**src/rtl/swm_ram.sv**
```systemverilog
`timescale 1ns / 1ps
// Generic single write port, single read port RAM with registered read data.
// No dependencies.
module swm_ram #(
  parameter int WIDTH = 32,
  parameter int DEPTH = 64
) (
  input  logic                     clk,
  input  logic                     we,
  input  logic [$clog2(DEPTH)-1:0] waddr,
  input  logic [WIDTH-1:0]         wdata,
  input  logic [$clog2(DEPTH)-1:0] raddr,
  output logic [WIDTH-1:0]         rdata
);

  logic [WIDTH-1:0] mem_r [DEPTH];
  logic [WIDTH-1:0] rdata_r;

  // Write, then register the read word
  always_ff @(posedge clk) begin
    if (we) begin
      mem_r[waddr] <= wdata;
    end
    rdata_r <= mem_r[raddr];
  end

  assign rdata = rdata_r;

endmodule

```
**config.mk**
```make
export PLATFORM = sky130hd
export DESIGN_NAME = swm_ram
export DESIGN_NICKNAME = d
export VERILOG_FILES = /design/src/rtl/swm_ram.sv
export SDC_FILE = /design/constraint.sdc
export NUM_CORES = 2
export LEC_CHECK = 0
export ABC_AREA = 0
export BUFFER_PORTS_ARGS = -buffer_cell sky130_fd_sc_hd__buf_2
export CELL_PAD_IN_SITES_DETAIL_PLACEMENT = 1
export CELL_PAD_IN_SITES_GLOBAL_PLACEMENT = 1
export CORE_AREA = 2 2 396 398
export DETAILED_ROUTE_END_ITERATION = 10
export DIE_AREA = 0 0 398 400
export PLACE_DENSITY_LB_ADDON = 0.1
export SLEW_MARGIN = 5
export SYNTH_ARGS = -nofsm -noshare
export SYNTH_HDL_FRONTEND = slang
export SYNTH_SLANG_ARGS = --single-unit
```
**constraint.sdc**
```tcl
create_clock -name clk -period 3.5 [get_ports clk]
set_input_delay 0.35 -clock clk [delete_from_list [all_inputs] [get_ports clk]]
set_output_delay 0.35 -clock clk [all_outputs]
set_load 0.02 [all_outputs]
```
==> flow_metrics.tcl <==
set metrics [dict create \
    cts_tree "built" \
    grt_setup_unrepaired "no" \
    fp.dieW_um 398 \
    layout-drive-gt1-share_pct 31.15 \
    dr.pass1.iters 5 \
    relSlewSlack_pct 8.571 \
    netlist_instances 3324 \
    wl_per_cell_um 36.57 \
    avgSynthCellArea_um2 23.62 \
    drc 0 \
    startpoint_type "primary input" \
    synth-edff-count 2048 \
    final.setup.tns_ps 0 \
    syn_to_final_growth_pct 14.56 \
    endpoint_kind "register" \
    hp-class "primary input to register" \
    yosys-top-cells-area "edfxtp_1 (78%), mux4_2 (16%), mux2i_1 (1.2%)" \
    fmax_mhz 392.2 \
    grt_pass1_wl_um 303900 \
    p_seq_share_pct 53.1 \
    ys_ff_latch 2080 \
    row_count 145 \
    pwr-share-clk_pct 41.9 \
    fin_crit_ps 2549 \
    finalSetupViolCount 0 \
    dpl_worst_slack_ps 100.5 \
    synth_cell_type_count 34 \
    cts-htree-levels 4 \
    yosys.area.top_type "edfxtp_1" \
    cts_buffers 207 \
    power_leakage_nw 28.13 \
    dp_hpwl_um 121900 \
    yosys_warnings 0 \
    synthArstFlopShare_pct 0 \
    start_util_pct 50.62 \
    drv_cap 0 \
    clkTransAtPathRegs_ps 60 \
    stdcell_count 5857 \
    status "finished, final reports clean" \
    setup_ws_ps 950.6 \
    pin_count 78 \
    timing.hold.ws_ps 90.97 \
    hold_buffers 0 \
    hold_viol 0 \
    grt_max_degree 84 \
    vias 37450 \
    grt_pass1_vias 39640 \
    dpl.cell_count 5475 \
    core-area_mm2 0.1551 \
    via_per_inst 6.394 \
    die-area_mm2 0.1592 \
    placed_area_mm2 0.08330 \
    synthFlopType "edfxtp_1" \
    synth_top_area_share_pct 78.33 \
    track_usage_pct 27.50 \
    finalWirelength_um 214200 \
    ctsResizeCount 0 \
    netSwitchingFraction_pct 21.31 \
    overflow 0 \
    cts_setup_buffers 0 \
    finClkSkew_ps 31.98 \
    portBuffers 77 \
    power_frac_comb_pct 5.0 \
    netlist_top_cells_count "edfxtp_1 (2048), mux4_2 (544), nor2_1 (137)" \
    required_ps 4150 \
    syn-num-nets 3370 \
    cts_buffer_depth 3 \
    worst_pin_slew_ps 1371 \
    seq_area_frac_synth_pct 79.14 \
    crit_arrival_ps 3190 \
    utilization_pct 57.98 \
    ir_worst_vdd_v 0.0005114 \
    stdcell_area_mm2 0.08994 \
    power_switching_mw 11.13 \
    root_buffer "clkbuf_16" \
    synth_most_common_cell "edfxtp_1" \
    grt_antenna_before_repair 19 \
    dieHeight_um 400 \
    crit_type "primary input to register" \
    synth_area_mm2 0.07852 \
    ant_nets 0 \
    drtIter0Drc 4291 \
    slew_violations 0 \
    clkLatencyLatePin_ps 850 \
    clkSinkCount 2080 \
    power_mw 52.21 \
    min_period_over_period_pct 72.84 \
    worstPathMaxFanout 31 \
    nets 3672 \
    p_per_area_mw_per_mm2 580.5 \
    p_int_mw 41.08 \
    gp_congestion 0.7963 \
]
worst paths after layout:
check | start | end | slack (ps) | cells after the start
max | raddr[0] | rdata[18] | 950 | 7
max reg2reg | mem_r[11][2] | rdata[2] | 1150 | 4
min | wdata[28] | mem_r[51][28] | 90 | 1
min reg2reg | mem_r[28][8] | rdata[8] | 750 | 4
cell type report:
cell class	count	area, um2
fill	12640	65170
sequential	2080	62140
multi-input combinational	1062	15980
clock buffer	261	5507
timing repair buffer	275	2610
tap	2058	2575
clock inverter	117	1122
antenna	4	10.01
power by group through the flow:
stage / registers, mW / clock network (mW) / logic (mW)
final: 27.7 / 21.9 / 2.63
after global routing: 27.7 / 23.0 / 2.79
after CTS: 27.7 / 22.2 / 2.68
after detailed placement: 28.2 / 0 / 2.67
after global placement: 28.2 / 0 / 2.59
after floorplan: 28.2 / 0 / 1.34
logic make-up after synthesis:
logic type,share of synthesized area (%)
flip-flops,79.14
buffers and inverters,1.128
multiplexers,16.79
AO/OA/AOI/OAI,1.673
AND/OR/NAND/NOR,1.265
state kept, by name, summed over array words and instances (netlist names):
register,cells
mem_r,2048
rdata,32
cell usage in the layout (no fill, tap or decap), types with 3 or more instances in the layout:
master and count:
clkbuf_1 45, and3_1 4, nand3b_1 5, mux2i_1 93
dfxtp_1 32, o32ai_1 4, clkinv_4 3, nor2_1 75
o22ai_1 84, clkbuf_16 210, bufinv_16 19, a22oi_1 12
nand2b_1 7, a41o_1 4, buf_2 71, nor2b_1 15
o221ai_1 27, buf_12 56, diode_2 4, clkbuf_8 6
clkinv_8 3, inv_6 8, nor2_4 62, buf_4 145
clkinv_2 41, nor3_1 5, buf_8 3, nand2_1 26
mux4_2 544, clkinv_1 39, edfxtp_1 2048, or3_1 3
nand3_1 5, a21oi_1 62, a311oi_1 8, or3b_2 3
worst max-delay path: stages:
cell and delay (ps):
buf_8 290, buf_12 290, buf_4 290, mux4_2 540, mux4_2 570, o22ai_1 440, nor2_1 260
routing by layer:
metal	global-route usage, %	wire [um]	up-vias
met1	39.33	86740	20680
li1	-	-	14890
met3	3.945	15400	285
met2	45.31	107400	1582
met5	0	31	-
met4	6.642	4651	6
(Power assumes the default switching activity.)
