## config.mk

```make
export PLATFORM = sky130hd
export DESIGN_NAME = swm_cell
export DESIGN_NICKNAME = d
export VERILOG_FILES = /design/src/rtl/swm_pkg.sv /design/src/rtl/swm_cell.sv
export SDC_FILE = /design/constraint.sdc
export NUM_CORES = 1
export LEC_CHECK = 0
export BUFFER_PORTS_ARGS = -buffer_cell sky130_fd_sc_hd__buf_2
export CAP_MARGIN = 25
export CORE_UTILIZATION = 25
export DETAILED_ROUTE_END_ITERATION = 8
export GPL_ROUTABILITY_DRIVEN = 0
export PLACE_DENSITY = 0.57
export SETUP_SLACK_MARGIN = 0.1
export SYNTH_ARGS = -nofsm -noshare
export SYNTH_HDL_FRONTEND = slang
export SYNTH_SLANG_ARGS = --single-unit
```

## constraint.sdc

```tcl
create_clock -name clk -period 3.1 [get_ports clk]
set_input_delay 0.155 -clock clk [delete_from_list [all_inputs] [get_ports clk]]
set_output_delay 0.155 -clock clk [all_outputs]
set_load 0.05 [all_outputs]
```

## src/rtl/swm_pkg.sv

```systemverilog
`timescale 1ns / 1ps
// Shared types and constants for the sliding window median filter.
// No dependencies; swm_cell.sv and sliding_window_median_filter.sv refer to this package by scoped names.
package swm_pkg;

  localparam int MAX_WINDOW   = 64;
  localparam int SAMPLE_BITS  = 32;
  localparam int IDX_BITS     = $clog2(MAX_WINDOW);
  localparam int CNT_BITS     = $clog2(MAX_WINDOW + 1);
  localparam int OUT_BITS     = SAMPLE_BITS + 1;
  localparam int WS_BITS      = 7;
  localparam int IN_TDATA_BITS  = ((SAMPLE_BITS + 7) / 8) * 8;
  localparam int OUT_TDATA_BITS = ((OUT_BITS + 7) / 8) * 8;
  localparam logic [WS_BITS-1:0] WS_RESET = WS_BITS'(3);

  // Value handed between neighbouring cells, with its "greater than sample" flag
  typedef struct packed {
    logic [SAMPLE_BITS-1:0] val;
    logic                   gt;
  } swm_link_t;

  // Controls broadcast to every cell of the sorted chain
  typedef struct packed {
    logic                          upd;
    logic                          full;
    logic signed [SAMPLE_BITS-1:0] sample;
    logic signed [SAMPLE_BITS-1:0] old;
  } swm_bcast_t;

endpackage

```

## src/rtl/swm_cell.sv

```systemverilog
`timescale 1ns / 1ps
// One cell of the sorted chain: holds one window value, drops the leaving sample and
// inserts the new one using only its own compares and its two neighbours. Uses swm_pkg.
module swm_cell (
  input  logic                               clk,
  input  swm_pkg::swm_bcast_t                bc,
  input  logic                               below_n,   // cell holds a value now
  input  logic                               below_m,   // cell holds a value after removal
  input  swm_pkg::swm_link_t                 above_i,   // held value of the cell above
  input  swm_pkg::swm_link_t                 below_i,   // post-removal value of cell below
  output swm_pkg::swm_link_t                 up_o,
  output swm_pkg::swm_link_t                 dn_o,
  output logic [swm_pkg::SAMPLE_BITS-1:0]    val_o
);

  logic [swm_pkg::SAMPLE_BITS-1:0] val_r;
  logic [swm_pkg::SAMPLE_BITS-1:0] val_nxt;
  logic [swm_pkg::SAMPLE_BITS-1:0] rem_val;
  logic                            gt_own;
  logic                            ge_old;
  logic                            shift;
  logic                            rem_gt;

  // Compare own value with the new and the leaving sample; empty cells count as +inf
  assign gt_own = !below_n || ($signed(val_r) > bc.sample);
  assign ge_old = below_n && ($signed(val_r) >= bc.old);

  // Removal: cells at or above the first copy of the leaving value take from above
  assign shift   = bc.full && ge_old;
  assign rem_val = shift ? above_i.val : val_r;
  assign rem_gt  = !below_m || (shift ? above_i.gt : gt_own);

  // Insertion: above the new sample, take from below or take the sample itself
  always_comb begin
    if (rem_gt) begin
      val_nxt = below_i.gt ? below_i.val : bc.sample;
    end else begin
      val_nxt = rem_val;
    end
  end

  // Hold unless an update is broadcast
  always_ff @(posedge clk) begin
    if (bc.upd) begin
      val_r <= val_nxt;
    end
  end

  assign up_o  = '{val: val_r, gt: gt_own};
  assign dn_o  = '{val: rem_val, gt: rem_gt};
  assign val_o = val_r;

endmodule

```

==> reports/metrics.cfg, run 1 <==
[status]
status=completed

[routing]
drc=0
vias=4347
via_per_inst=4.66
wirelength_um=15500
wl_per_cell_um=16.6
postRouteAntennaNets=0
drtPass1Iterations=4
drt_iter0_markers=131

[logic_synthesis]
syn_avg_cell_area_um2=9.16
synth_top_cell_by_area=edfxtp_1
yosys-top-cells-area=edfxtp_1, ha_1, mux2_2
syn_area_mm2=0.00417
syn-num-nets=654
synth-warning-count=0
ys_types=42
synth_seq_cells=32
yosysSeqAreaShare=0.231
synth_top_area_frac=0.231
syn_inst=455

[placed_design]
dp.cells=901
numPortBuffers=232
dpl.hpwl_um=12000

[hold_path]
min_path_type=input pin to register

[sta]
period_share=0.975
finalCriticalPeriod_ns=3.02
hold_viol=0
slew_headroom=0.417
tightest_slew_ns=0.875
setup_viol=0
rsz0062_at_grt=true
drv_slew=0
fmax_mhz=331
holdWs_ns=0.263
skew_ns=0.00478

[die]
core_mm2=0.0161
num_rows=46
die_y_um=131
initial_core_util=0.260
die_area_mm2=0.0172
die_width_um=131
ioPinCount=233

[clock_tree]
holdBufCountCts=0
clockBufferDepth=2
cts_root_buf=clkbuf_16
clkLatencyLatePin_ns=0.28
clkTransAtPathRegs_ns=0.06
numCtsBuffers=5
cts.sinks=32
ctsHtreeMaxLevel=2
cts_tree=done

[final_layout]
area_growth_pct=70.7
drive_above_1_share=0.619
largest_reg_flops=32
finalNetCount=915
finalNonFillerCells=933
num_antenna_cells=0
final_util=0.443

[global_route]
grt_overflow=0
grt_util_all_layers=0.168
antenna_found_initial=0
first_global_vias=4364
grt_max_degree=33
grt_pass1_wl_um=23000

[power_and_ir_drop]
power_density_mw_per_mm2=448
ir_drop_mv=0.257
leakage_uw=0.00352

[critical_path]
crit_path_end_kind=output pin
start_kind=register
crit_type=register to output pin
cp_max_fo=5
crit_arrival_ns=2.87
cp.required_ns=2.94

[job]
drv_cap=0

==> per-stage QoR <==
step / worst slack (ns) / TNS [ns] / cell area (um2) / total power, uW
final: 0.0779 / 0 / 7110 / 3190
after floorplan: -0.0426 / -0.0426 / 4370 / 1790
after global placement: 0.111 / 0 / 5850 / 2220
after global routing: -0.0142 / -0.0701 / 7110 / 3350
after CTS: 0.0823 / 0 / 6300 / 2910
after detailed placement: 0.0316 / 0 / 5850 / 2220
==> worst max-delay path: stages (launching register included) <==
cell and delay, ns:
edfxtp_1 0.41, ha_1 0.32, nand4_1 0.19, nor2_1 0.06, a221o_1 0.33, o21ai_1 0.14, nor3b_4 0.35, buf_6 0.19
buf_8 0.14, mux2_4 0.31, buf_8 0.15
==> kinds of logic (layout without fill, tap and decap cells) <==
family	Yosys count	in the layout	share of synthesized area
muxes	64	64	0.163
buffers and inverters	118	380	0.143
DFF	32	32	0.231
and+or+nand+nor	60	60	0.0793
adders and majority gates	64	64	0.192
AOI/OAI and AO/OA	117	117	0.192
==> timing repair <==
action | CTS | global route
gates resized for setup | 51 | 177
buffers inserted | 9 | 14
pin swaps | 15 | 22
endpoints found under the setup margin | 64 | 65
hold endpoints to repair | 0 | 0
cloned | 0 | 2
==> placed cells by master, fill, tap and decap left out, types with 19 or more instances in the layout <==
cell	count
a21oi_1	22
a21oi_2	37
buf_2	199
buf_4	52
buf_8	31
edfxtp_1	32
ha_1	48
inv_1	66
mux2_4	32
mux2i_1	32
nand2_1	19
o22ai_2	22
==> report_power, final <==
part / leakage [uW] / switching (uW) / internal, uW
Clock: 0.0000808 / 199 / 379
Combinational: 0.00313 / 1190 / 828
Sequential: 0.000311 / 42.3 / 547
==> layout make-up <==
cell class / count / area, um2
clock inverters: 2 / 35.0
fillers: 1545 / 8940
multi-input cells: 305 / 3280
flip-flops and latches: 32 / 961
inverters: 66 / 248
well taps: 216 / 270
repair buffers: 306 / 2190
clock buffers: 6 / 129
==> routing by layer <==
layer | global-route usage | wire length (um) | vias up
met5 | 0 | 0 | -
met1 | 0.211 | 6750 | 2034
met2 | 0.307 | 7960 | 139
met3 | 0.0239 | 651 | 8
li1 | - | - | 2166
met4 | 0.0235 | 114 | 0
==> cells in the mapped netlist (all sizes together) <==
library cell,instances
mux2,32
ha,64
nand3,7
o31a,1
o22ai,32
a21o,1
or3b,1
nand3b,1
a211oi,2
inv,66
a221o,2
nor4,4
nor3,2
buf,39
clkbuf,13
o221ai,1
or3,1
nor2b,1
o21a,1
o32a,1
and2,1
edfxtp,32
nand4,13
o21ai,9
a2111oi,1
a221oi,1
a22oi,1
mux2i,32
and3,2
a21oi,59
o2bb2ai,1
nor3b,1
o211ai,3
nand2,19
nor2,7
a32o,1
==> final timing paths <==
check               to  slack (ns)  depth (start not counted)       start
max           dn_o[26]        0.08                         10   val_o[26]
min           val_o[0]        0.26                          3  below_i[1]
max reg2reg  val_o[17]        0.15                         12   val_o[26]
min reg2reg   val_o[0]        0.73                          2    val_o[0]
(Power assumes the default switching activity.)
==> run 2, diff against run 1 <==
--- a/config.mk
+++ b/config.mk
@@ -11,7 +11,7 @@
 export DETAILED_ROUTE_END_ITERATION = 8
 export GPL_ROUTABILITY_DRIVEN = 0
 export PLACE_DENSITY = 0.57
-export SETUP_SLACK_MARGIN = 0.1
+export SETUP_SLACK_MARGIN = 0.05
 export SYNTH_ARGS = -nofsm -noshare
 export SYNTH_HDL_FRONTEND = slang
 export SYNTH_SLANG_ARGS = --single-unit
==> run 2 against run 1 <==
Worst setup slack lost 0.012 ns. Register-to-register slack lost 0.08 ns. Largest cell class unchanged. Sequential share of layout area grew 0.83 points. Global-route usage grew 0.30 points. Die area is the same. Flip-flop and latch count is the same. Routed wire length grew 1.1%. Maximum frequency shrank 0.39%. Via count shrank 1.2%. Clock skew grew 0.0018 ns.
==> reports/metrics.cfg, run 2 (synthesized netlist as in run 1, its figures left out) <==
[status]
status=completed

[sta]
slew_headroom=0.435  ; +0.0184
rsz0062_at_grt=true
setup_viol=0  ; unchanged
fmax_mhz=330  ; -0.39%
period_share=0.979  ; +0.00386
drv_slew=0  ; unchanged
skew_ns=0.00654  ; +0.00176 ns
finalCriticalPeriod_ns=3.03  ; +0.0120 ns
hold_viol=0  ; unchanged
tightest_slew_ns=0.848  ; -0.0275 ns

[clock_tree]
numCtsBuffers=5  ; unchanged
cts_tree=done
clockBufferDepth=2  ; unchanged
clkTransAtPathRegs_ns=0.06  ; about the same
clkLatencyLatePin_ns=0.29  ; about the same
ctsHtreeMaxLevel=2  ; unchanged
cts.sinks=32  ; unchanged
cts_root_buf=clkbuf_16
holdBufCountCts=0  ; unchanged

[power_and_ir_drop]
leakage_uw=0.00340  ; -3.4%
power_density_mw_per_mm2=458  ; +2.2%
ir_drop_mv=0.243  ; -5.3%
power.total_uw=3070  ; -3.7%

[routing]
vias=4294  ; -1.2%
via_per_inst=4.68  ; +0.39%
wirelength_um=15700  ; +1.1%
wl_per_cell_um=17.1  ; +2.8%
drc=0  ; unchanged
drtPass1Iterations=4  ; unchanged
postRouteAntennaNets=0  ; unchanged
drt_iter0_markers=181  ; +38%

[critical_path]
r2r_slack_ns=0.07  ; -0.08 ns
rr_worst_depth=11  ; -1
crit_type=register to register
crit_path_end_kind=register
cp_max_fo=16  ; +11
worstReg2RegEnd=val_o[1]
cp.required_ns=3.13  ; +0.19 ns
crit_arrival_ns=3.06  ; +0.19 ns
r2r_start=val_o[7]
start_kind=register

[die]
die_area_mm2=0.0172  ; unchanged
initial_core_util=0.260  ; unchanged
core_mm2=0.0161  ; unchanged
die_width_um=131  ; unchanged
num_rows=46  ; unchanged
die_y_um=131  ; unchanged
ioPinCount=233  ; unchanged

[final_layout]
drive_above_1_share=0.570  ; -0.0494
area_growth_pct=60.8
final_util=0.417  ; -0.0256
final_common_cell=buf_2
finalNetCount=900  ; -1.6%
num_antenna_cells=0  ; unchanged
largest_reg_flops=32  ; unchanged
most-common-layout-cells=buf_2, inv_1, ha_1, buf_4, buf_6
fillers=1588  ; +2.8%

[hold_path]
min_to=val_o[9]
min_path_type=input pin to register
hold_path.startpoint=above_i[10]
holdPathStages=3  ; unchanged

[global_route]
first_global_vias=4186  ; -4.1%
grt_overflow=0  ; unchanged
grt_pass1_wl_um=23000  ; -0.39%
grt_max_degree=33  ; unchanged
antenna_found_initial=0  ; unchanged
grt_util_all_layers=0.171  ; +0.00304

[placed_design]
dpl.hpwl_um=11600  ; -3.4%
numPortBuffers=232  ; unchanged

[job]
drv_cap=0  ; unchanged

[run 2: cell count changes in the layout (fill, tap and decap cells not counted), moves of 7 or more]
cell     before  now
ha_1         48   55
o22ai_1       3   13
buf_8        31    6
buf_6        17   33
buf_4        52   41
ha_4         16    9
[run 2: report_power, final]
| part | internal [uW] | switching (uW) | leakage [uW] |
|---|---|---|---|
| clock | 378 | 203 | 0.0000808 |
| sequential | 547 | 45.7 | 0.000311 |
| combinational | 744 | 1150 | 0.00301 |
[run 2: worst max-delay path, stage by stage, from the launching register on]
cell and delay (ns):
edfxtp_1 0.50, ha_4 0.27, a21oi_1 0.13, o21ai_1 0.10, a221o_1 0.36, or3_4 0.42
a211oi_2 0.27, o211ai_1 0.14, buf_4 0.19, buf_12 0.16, o22ai_1 0.20, a21oi_2 0.04
[run 2: worst max-delay path by stage]
stage / cells past startpoint / startpoint / to
6_report: 11 / val_o[7] / val_o[1]
5_1_grt: 12 / val_o[25] / dn_o[0]
4_1_cts: 12 / val_o[27] / dn_o[0]
3_5_place_dp: 10 / val_o[27] / val_o[22]
3_3_place_gp: 10 / val_o[27] / val_o[4]
2_1_floorplan: 12 / val_o[30] / dn_o[0]
[run 2: repair_timing]
| item | CTS | global route |
|---|---|---|
| gates resized for setup | 71 | 81 |
| setup endpoints to repair | 57 | 66 |
| pin swaps | 5 | 6 |
| setup buffers | 5 | 5 |
| cloned | 2 | 3 |
[run 2: metrics by stage]
stage                     hold WS (ns)  cells  setup slack, ns  instance area, um2  TNS (ns)
after CTS                        0.241    910           0.0260                6280         0
after floorplan                  0.267    455          -0.0441                4300   -0.0441
after global placement           0.531    895           0.0423                5770         0
final                            0.248    918           0.0659                6700         0
after detailed placement         0.536    895           0.0173                5770         0
after global routing             0.250    918          -0.0946                6700     -3.15
[run 2: final cells by class]
| type | instances | area, um2 | area share |
|---|---|---|---|
| sequential | 32 | 961 | 0.143 |
| inverter | 66 | 248 | 0.0370 |
| multi-input combinational | 305 | 3020 | 0.450 |
| tap | 216 | 270 | 0.0403 |
| clock buffer | 6 | 129 | 0.0192 |
| timing repair buffer | 291 | 2040 | 0.305 |
| clock inverter | 2 | 35.0 | 0.00523 |
[run 2: metal layers]
| layer | share of wire | global-route usage |
|---|---|---|
| met5 | 0 | 0 |
| met1 | 0.44 | 0.217 |
| met2 | 0.49 | 0.307 |
| met3 | 0.052 | 0.0251 |
| met4 | 0.010 | 0.0281 |
